--- src/design/spd_pkg.sv ---
package spd_pkg;

    // Result kinds
    typedef enum logic [1:0] {
        KIND_SMSC = 2'd0,
        KIND_DEST = 2'd1,
        KIND_TEXT = 2'd2,
        KIND_END  = 2'd3
    } t_kind;

    // Header position, one-hot
    typedef enum logic [12:0] {
        PH_SMSC_LEN = 13'b0_0000_0000_0001,
        PH_SMSC_TOA = 13'b0_0000_0000_0010,
        PH_SMSC_DIG = 13'b0_0000_0000_0100,
        PH_FIRST    = 13'b0_0000_0000_1000,
        PH_MR       = 13'b0_0000_0001_0000,
        PH_DA_LEN   = 13'b0_0000_0010_0000,
        PH_DA_TOA   = 13'b0_0000_0100_0000,
        PH_DA_DIG   = 13'b0_0000_1000_0000,
        PH_PID      = 13'b0_0001_0000_0000,
        PH_DCS      = 13'b0_0010_0000_0000,
        PH_SCTS     = 13'b0_0100_0000_0000,
        PH_UDL      = 13'b0_1000_0000_0000,
        PH_UD       = 13'b1_0000_0000_0000
    } t_phase;

    // Message types from the first octet
    localparam logic [1:0] TYPE_DELIVER = 2'd0;
    localparam logic [1:0] TYPE_SUBMIT  = 2'd1;

    // DCS code for UCS-2 text
    localparam logic [7:0] DCS_UCS2 = 8'h08;

    // Semi-octet filler nibble
    localparam logic [3:0] FILLER_NIBBLE = 4'hF;

    // Timestamp length in octets
    localparam logic [7:0] SCTS_OCTETS = 8'd7;

    // Results one octet can cause
    localparam int MAX_RESULTS = 3;

    typedef struct packed {
        t_kind       kind;
        logic [15:0] value;
        logic        last;
    } t_result;

endpackage

--- src/design/spd_if.sv ---
interface spd_in_if;
    logic       valid;
    logic       ready;
    logic [7:0] octet;
    logic       final_octet;

    modport source (output valid, output octet, output final_octet, input ready);
    modport sink   (input valid, input octet, input final_octet, output ready);
endinterface

interface spd_out_if;
    logic        valid;
    logic        ready;
    logic [1:0]  kind;
    logic [15:0] value;
    logic        last_of_run;

    modport source (output valid, output kind, output value, output last_of_run,
                    input ready);
    modport sink   (input valid, input kind, input value, input last_of_run,
                    output ready);
endinterface

--- src/design/sms_pdu_deframer.sv ---
// The first result of an octet is shown in the cycle after its transfer.
// Throughput: one octet per cycle while each octet yields at most one result
// and the port is ready; an octet with more results holds the input until its
// last is taken; the three-entry buffer gives out one result per ready cycle.
// Reset (synchronous, active low) empties the buffer and returns the header
// walk to the SMSC length octet.
module sms_pdu_deframer (
    input  logic       i_clk,
    input  logic       i_rst_n,
    spd_in_if.sink     i_in,
    spd_out_if.source  o_out
);

    spd_pkg::t_phase  r_phase, n_phase;
    logic [7:0]       r_remain, n_remain;
    logic [1:0]       r_mtype, n_mtype;
    logic             r_wide, n_wide;
    logic [6:0]       r_carry, n_carry;
    logic [2:0]       r_ccnt, n_ccnt;
    logic [7:0]       r_hold, n_hold;
    logic             r_held, n_held;
    logic             r_ended, n_ended;

    spd_pkg::t_result r_res [spd_pkg::MAX_RESULTS];
    spd_pkg::t_result v_res [spd_pkg::MAX_RESULTS];
    logic [1:0]       r_cnt;
    logic [1:0]       v_n;

    logic             w_in_ready;
    logic             w_acc;
    logic             w_out_xfer;

    // Take a new octet when the buffer empties this cycle
    assign w_in_ready = (r_cnt == 2'd0) || ((r_cnt == 2'd1) && o_out.ready);
    assign w_acc      = i_in.valid && w_in_ready;
    assign w_out_xfer = o_out.valid && o_out.ready;
    assign i_in.ready = w_in_ready;

    // Drive result port from the buffer head
    assign o_out.valid       = (r_cnt != 2'd0);
    assign o_out.kind        = r_res[0].kind;
    assign o_out.value       = r_res[0].value;
    assign o_out.last_of_run = r_res[0].last;

    // Decode one octet: next state and its results
    always_comb begin
        logic [7:0] v_b;
        logic [2:0] v_lb;
        logic [6:0] v_mask;
        logic [6:0] v_ch;
        logic [8:0] v_len;
        logic [15:0] v_unit;

        v_b    = i_in.octet;
        v_lb   = (r_ccnt == 3'd7) ? 3'd6 : r_ccnt;
        v_mask = 7'h7F >> v_lb;
        v_ch   = 7'(((v_b[6:0] & v_mask) << v_lb) + r_carry);
        v_len  = ({1'b0, v_b} + 9'd1) >> 1;
        v_unit = {r_hold, v_b};

        n_phase  = r_phase;
        n_remain = r_remain;
        n_mtype  = r_mtype;
        n_wide   = r_wide;
        n_carry  = r_carry;
        n_ccnt   = r_ccnt;
        n_hold   = r_hold;
        n_held   = r_held;
        n_ended  = r_ended;

        v_n = 2'd0;
        for (int k = 0; k < spd_pkg::MAX_RESULTS; k++) begin
            v_res[k] = '{kind: spd_pkg::KIND_END, value: 16'd0, last: 1'b0};
        end

        unique case (r_phase)
            spd_pkg::PH_SMSC_LEN: begin
                if (v_b == 8'd0) begin
                    n_phase = spd_pkg::PH_FIRST;
                end else begin
                    n_remain = v_b - 8'd1;
                    n_phase  = spd_pkg::PH_SMSC_TOA;
                end
            end
            spd_pkg::PH_SMSC_TOA: begin
                n_phase = (r_remain == 8'd0) ? spd_pkg::PH_FIRST : spd_pkg::PH_SMSC_DIG;
            end
            spd_pkg::PH_SMSC_DIG: begin
                v_res[v_n] = '{kind: spd_pkg::KIND_SMSC, value: {12'd0, v_b[3:0]},
                               last: 1'b0};
                v_n = v_n + 2'd1;
                if (v_b[7:4] != spd_pkg::FILLER_NIBBLE) begin
                    v_res[v_n] = '{kind: spd_pkg::KIND_SMSC, value: {12'd0, v_b[7:4]},
                                   last: 1'b0};
                    v_n = v_n + 2'd1;
                end
                n_remain = r_remain - 8'd1;
                if (r_remain == 8'd1) n_phase = spd_pkg::PH_FIRST;
            end
            spd_pkg::PH_FIRST: begin
                n_mtype = v_b[1:0];
                n_phase = (v_b[1:0] == spd_pkg::TYPE_SUBMIT) ? spd_pkg::PH_MR
                                                              : spd_pkg::PH_DA_LEN;
            end
            spd_pkg::PH_MR: begin
                n_phase = spd_pkg::PH_DA_LEN;
            end
            spd_pkg::PH_DA_LEN: begin
                n_remain = v_len[7:0];
                n_phase  = spd_pkg::PH_DA_TOA;
            end
            spd_pkg::PH_DA_TOA: begin
                n_phase = (r_remain == 8'd0) ? spd_pkg::PH_PID : spd_pkg::PH_DA_DIG;
            end
            spd_pkg::PH_DA_DIG: begin
                v_res[v_n] = '{kind: spd_pkg::KIND_DEST, value: {12'd0, v_b[3:0]},
                               last: 1'b0};
                v_n = v_n + 2'd1;
                if (v_b[7:4] != spd_pkg::FILLER_NIBBLE) begin
                    v_res[v_n] = '{kind: spd_pkg::KIND_DEST, value: {12'd0, v_b[7:4]},
                                   last: 1'b0};
                    v_n = v_n + 2'd1;
                end
                n_remain = r_remain - 8'd1;
                if (r_remain == 8'd1) n_phase = spd_pkg::PH_PID;
            end
            spd_pkg::PH_PID: begin
                n_phase = spd_pkg::PH_DCS;
            end
            spd_pkg::PH_DCS: begin
                n_wide = (v_b == spd_pkg::DCS_UCS2);
                if (r_mtype == spd_pkg::TYPE_DELIVER) begin
                    n_remain = spd_pkg::SCTS_OCTETS;
                    n_phase  = spd_pkg::PH_SCTS;
                end else begin
                    n_phase = spd_pkg::PH_UDL;
                end
            end
            spd_pkg::PH_SCTS: begin
                n_remain = r_remain - 8'd1;
                if (r_remain == 8'd1) n_phase = spd_pkg::PH_UDL;
            end
            spd_pkg::PH_UDL: begin
                n_phase = spd_pkg::PH_UD;
            end
            spd_pkg::PH_UD: begin
                if (r_wide) begin
                    // Pair octets into big-endian UCS-2 units
                    if (r_ended) begin
                        n_ended = 1'b1;
                    end else if (!r_held) begin
                        n_hold = v_b;
                        n_held = 1'b1;
                    end else begin
                        n_held = 1'b0;
                        if (v_unit == 16'd0) begin
                            n_ended = 1'b1;
                        end else begin
                            v_res[v_n] = '{kind: spd_pkg::KIND_TEXT, value: v_unit,
                                           last: 1'b0};
                            v_n = v_n + 2'd1;
                        end
                    end
                end else begin
                    // Unpack septets; every seventh octet releases an extra one
                    v_res[v_n] = '{kind: spd_pkg::KIND_TEXT, value: {9'd0, v_ch},
                                   last: 1'b0};
                    v_n = v_n + 2'd1;
                    n_carry = 7'(v_b >> (3'd7 - v_lb));
                    if (v_lb == 3'd6) begin
                        v_res[v_n] = '{kind: spd_pkg::KIND_TEXT, value: {9'd0, v_b[7:1]},
                                       last: 1'b0};
                        v_n = v_n + 2'd1;
                        n_carry = 7'd0;
                        n_ccnt  = 3'd0;
                    end else begin
                        n_ccnt = v_lb + 3'd1;
                    end
                end
            end
            default: begin
                n_phase = spd_pkg::PH_SMSC_LEN;
            end
        endcase

        // Close the PDU: end marker, then back to the start
        if (i_in.final_octet) begin
            v_res[v_n] = '{kind: spd_pkg::KIND_END, value: 16'd0, last: 1'b0};
            v_n = v_n + 2'd1;
            n_phase  = spd_pkg::PH_SMSC_LEN;
            n_remain = 8'd0;
            n_mtype  = 2'd0;
            n_wide   = 1'b0;
            n_carry  = 7'd0;
            n_ccnt   = 3'd0;
            n_hold   = 8'd0;
            n_held   = 1'b0;
            n_ended  = 1'b0;
        end

        // Flag the last result of this octet
        if (v_n != 2'd0) v_res[v_n - 2'd1].last = 1'b1;
    end

    // Advance decode state and buffer fill
    always_ff @(posedge i_clk) begin
        if (!i_rst_n) begin
            r_phase  <= spd_pkg::PH_SMSC_LEN;
            r_remain <= 8'd0;
            r_mtype  <= 2'd0;
            r_wide   <= 1'b0;
            r_carry  <= 7'd0;
            r_ccnt   <= 3'd0;
            r_hold   <= 8'd0;
            r_held   <= 1'b0;
            r_ended  <= 1'b0;
            r_cnt    <= 2'd0;
        end else if (w_acc) begin
            r_phase  <= n_phase;
            r_remain <= n_remain;
            r_mtype  <= n_mtype;
            r_wide   <= n_wide;
            r_carry  <= n_carry;
            r_ccnt   <= n_ccnt;
            r_hold   <= n_hold;
            r_held   <= n_held;
            r_ended  <= n_ended;
            r_cnt    <= v_n;
        end else if (w_out_xfer) begin
            r_cnt <= r_cnt - 2'd1;
        end
    end

    // Load results on a transfer in, shift toward the head on a transfer out
    always_ff @(posedge i_clk) begin
        if (w_acc) begin
            r_res <= v_res;
        end else if (w_out_xfer) begin
            r_res[0] <= r_res[1];
            r_res[1] <= r_res[2];
        end
    end

endmodule

--- src/flat_wrapper.sv ---
// flat-port wrapper written by rule: the top's interface ports become plain ports
module sms_pdu_deframer_flat 
  (i_clk, i_rst_n, i_in_valid, i_in_octet, i_in_final_octet, i_in_ready, o_out_valid, o_out_kind, o_out_value, o_out_last_of_run, o_out_ready);
  spd_in_if i_in_i ();
  spd_out_if o_out_i ();
  input  logic i_clk;
  input  logic i_rst_n;
  input wire logic [$bits(i_in_i.valid)-1:0] i_in_valid;
  input wire logic [$bits(i_in_i.octet)-1:0] i_in_octet;
  input wire logic [$bits(i_in_i.final_octet)-1:0] i_in_final_octet;
  output wire logic [$bits(i_in_i.ready)-1:0] i_in_ready;
  output wire logic [$bits(o_out_i.valid)-1:0] o_out_valid;
  output wire logic [$bits(o_out_i.kind)-1:0] o_out_kind;
  output wire logic [$bits(o_out_i.value)-1:0] o_out_value;
  output wire logic [$bits(o_out_i.last_of_run)-1:0] o_out_last_of_run;
  input wire logic [$bits(o_out_i.ready)-1:0] o_out_ready;
  assign i_in_i.valid = i_in_valid;
  assign i_in_i.octet = i_in_octet;
  assign i_in_i.final_octet = i_in_final_octet;
  assign i_in_ready = i_in_i.ready;
  assign o_out_valid = o_out_i.valid;
  assign o_out_kind = o_out_i.kind;
  assign o_out_value = o_out_i.value;
  assign o_out_last_of_run = o_out_i.last_of_run;
  assign o_out_i.ready = o_out_ready;
  sms_pdu_deframer u_core (.i_clk(i_clk), .i_rst_n(i_rst_n), .i_in(i_in_i), .o_out(o_out_i));
endmodule
--- config.mk ---
export PLATFORM = sky130hd
export DESIGN_NAME = sms_pdu_deframer_flat
export DESIGN_NICKNAME = d
export VERILOG_FILES = /design/src/design/spd_pkg.sv /design/src/design/spd_if.sv /design/src/design/sms_pdu_deframer.sv /design/src/flat_wrapper.sv
export SDC_FILE = /design/constraint.sdc
export NUM_CORES = 1
export LEC_CHECK = 0
export BUFFER_PORTS_ARGS = -buffer_cell sky130_fd_sc_hd__buf_2
export CORE_UTILIZATION = 25
export CTS_BUF_LIST = sky130_fd_sc_hd__clkbuf_8
export DETAILED_ROUTE_END_ITERATION = 10
export PLACE_DENSITY = 0.5
export SYNTH_ARGS = -nofsm -noshare
export SYNTH_HDL_FRONTEND = slang
export SYNTH_SLANG_ARGS = --single-unit
export TNS_END_PERCENT = 100
--- constraint.sdc ---
create_clock -name i_clk -period 7.2 [get_ports i_clk]
set_input_delay 0.72 -clock i_clk [delete_from_list [all_inputs] [get_ports i_clk]]
set_output_delay 0.72 -clock i_clk [all_outputs]
set_load 0.03 [all_outputs]
==> results.md <==
* Status: finished clean
* Clock root cell: clkbuf_8
* I/O pin cnt at 34
* Sequential cell area fraction in the yosys report at 0.364
* Final setup vio count at 0
* Max VDD drop at 0.000104 V
* FF+latch count, synth at 76
* Die width at 144 um
* Most frequent cell after synthesis: nor2_1
* Die area at 0.0206 mm2
* EDFF count, synth at 30
* Post-CTS sizing at 0
* Filler instances at 2118
* PnR worst setup slack at 3500 ps
* DR vias/cell at 5.27
* Setup WS pre-CTS at 3230 ps
* Nets at 596
* P_leak at 2.03 nW
* GRT Total Usage at 0.148
* Area growth, synth to finish at 8.86%
* Number of global-route vias before repair at 4213
* RSZ-0062 raised after global routing: false
* Count of final hold-check violations at 0
* Net Count, Synth at 611
* Placer Congestion at 0.863
* Gr ovfl total at 0
* Sw frac at 0.336
* Max clock buf depth at 2
* Largest area contributor in the synthesized netlist: dfxtp_1
* Drt drc at 0
* 1st-iter DRT viols at 341
* Seq pwr share at 0.420
* Min-Delay Path Class: flop to flop
* Worst slew pin tran at 943 ps
* Die span in y at 144 um
* Post-route cell area at 0.00546 mm2
* Worst Skew at 18.3 ps
* Max_cap viols at 0
* Clk pin slew, worst setup/hold paths at 80 ps
* Instance count of the mapped netlist at 581
* Post-CTS Setup Bufs at 0
* Max FO, Critical Path at 11
* CTS Buf Count at 9
* Synth top area cells: dfxtp_1, edfxtp_1, ha_1
* Drt pass-1 iters at 5
* Largest net degree at the start of global routing at 34
* Worst Path Required at 7410 ps
* Final-report max-slew violation count at 0
* Tcrit/Tclk final at 0.514
* Commonest cells in the netlist: nor2_1, dfxtp_1, nand2_1, clkbuf_1, edfxtp_1
* Overall Power at 1.25 mW
* Initial Util at 0.257
* Crit path capture type: flop
* Yosys top cell area share at 0.184
* Arrival time at the worst endpoint at 3910 ps
* Mean post-synth cell area at 8.62 um2
* Synth Warn # at 0
* Core Area at 0.0195 mm2
* Slew headroom at 0.366
* DR WL/cell at 17.4 um
* Clock share of power at 0.327
* DPL Wire Length at 10.5 mm
* Share of synthesized registers carrying an async set or reset at 0
* Worst hold margin at 472 ps
* Ratio of cells with drive above 1 in the final layout at 0.123
* Vias at 4408
* DP Area at 0.00522 mm2
* Final wirelength at 14.5 mm
* CP startpoint kind: flop
* Top_reg_cell synth: dfxtp_1
* Sw Pwr at 418 uW
* PortBufs at 33
* Routed Antenna Nets at 0
* Num rows at 51
* Synth cell types at 66
* Antenna cells at 0
* CP Class: flop to flop
* Worst skew pair latency at 390 ps
* Synthesized area at 0.00501 mm2
* CTS tree: done
* H-tree depth at 3
* Hold Buf Count CTS at 0
* Min Tclk post-route at 3700 ps
* First-pass GRT wire length at 23.1 mm
* Setup TNS at 0 ps
* Clk sink count at 76
* Fmax at 270 MHz
* Power per Cell Area at 228 mW/mm2
* Logic pwr share at 0.253
* Internal Pwr Total at 828 uW
* Antenna violations before repair at 0
==> worst paths after layout <==
check,from,endpoint,slack [ps],cells past startpoint
setup / recovery,u_core.r_phase[2],u_core.o_out.value[5],3500,9
hold / removal,u_core.r_carry[4],u_core.r_carry[4],470,2
setup reg to reg,u_core.r_phase[2],u_core.o_out.value[5],3500,9
hold reg to reg,u_core.r_carry[4],u_core.r_carry[4],470,2
==> critical path: stages, from the launching register on <==
cell and delay (ps):
dfxtp_1 420, nor4_1 640, nand4_1 520, nor2_1 680, nor2_1 160, ha_1 210
nand2_1 60, nand2_1 150, or3_1 440, o21ai_0 230
==> layout make-up <==
class                   count  area, um2  share of cell area
clock buffers               9        124              0.0227
clock inverters             7        116              0.0213
inverters                  24       90.1              0.0165
multi-input cells         418       2780               0.509
flip-flops and latches     76       1820               0.334
well taps                 265        332              0.0608
repair buffers             37        195              0.0358
==> power by group through the flow <==
stage          logic (mW)  registers (mW)  clock network [mW]
2_1_floorplan       0.255           0.526                   0
3_3_place_gp        0.312           0.534                   0
3_5_place_dp        0.315           0.534                   0
4_1_cts             0.316           0.524               0.416
5_1_grt             0.344           0.529               0.434
6_report            0.315           0.523               0.407
==> per-layer routing <==
layer  up-vias  global-route usage  share of wire
li1       2113                   -              -
met1      2152               0.201           0.48
met2       122               0.224           0.45
met3        21              0.0340          0.052
met4         0              0.0554          0.019
met5         -                   0              0
==> kinds of logic (layout without fill, tap and decap cells) <==
| group | Yosys count | in the layout | share of synthesized area |
|---|---|---|---|
| adder cells (fa/ha/maj) | 17 | 17 | 0.0439 |
| multiplexers | 8 | 8 | 0.0192 |
| AND/OR/NAND/NOR | 218 | 218 | 0.236 |
| XOR/XNOR | 23 | 23 | 0.0402 |
| buffers and inverters | 87 | 77 | 0.0824 |
| AO/OA/AOI/OAI | 152 | 152 | 0.215 |
| flip-flops | 76 | 76 | 0.364 |
==> through the flow <==
| stage | util | instances |
|---|---|---|
| after floorplan | - | 581 |
| after global placement | 0.267 | 820 |
| after detailed placement | 0.267 | 820 |
| after CTS | 0.279 | 836 |
| after global routing | 0.279 | 836 |
| final | 0.279 | 836 |
==> registers in the layout, summed over array words and instances (netlist names) <==
| signal | flops |
|---|---|
| u_core.o_out.kind | 2 |
| u_core.r_hold | 8 |
| u_core.r_remain | 8 |
| u_core.r_wide | 1 |
| u_core.o_out.value | 16 |
| u_core.r_held | 1 |
| u_core.r_mtype | 2 |
| u_core.r_ccnt | 3 |
| u_core.r_carry | 7 |
| u_core.r_res | 11 |
| u_core.r_ended | 1 |
| u_core.o_out.last_of_run | 1 |
| u_core.r_cnt | 2 |
| u_core.r_phase | 13 |
==> layout by cell type, fill, tap and decap left out, types with 4 or more instances in the layout <==
| cell | count |
|---|---|
| a21oi_1 | 23 |
| edfxtp_1 | 30 |
| nor3_1 | 18 |
| nor4_1 | 17 |
| or4b_2 | 7 |
| a22oi_1 | 7 |
| buf_4 | 4 |
| nand3_1 | 15 |
| o21ai_0 | 29 |
| o21a_1 | 4 |
| inv_1 | 25 |
| o2bb2ai_1 | 12 |
| dfxtp_1 | 46 |
| o221ai_1 | 4 |
| or3_1 | 4 |
| a32oi_1 | 8 |
| xnor2_1 | 13 |
| nor2b_1 | 6 |
| nand2_1 | 41 |
| a22o_1 | 20 |
| a31oi_1 | 6 |
| a211oi_1 | 6 |
| nor2_1 | 49 |
| clkbuf_8 | 9 |
| and3_1 | 9 |
| nand4_1 | 6 |
| a21o_1 | 7 |
| buf_2 | 33 |
| xor2_1 | 10 |
| nand2b_1 | 6 |
| ha_1 | 16 |
| mux2i_1 | 4 |
| and2_1 | 12 |
| or4_1 | 11 |
Power figures use the tool's default switching activity.
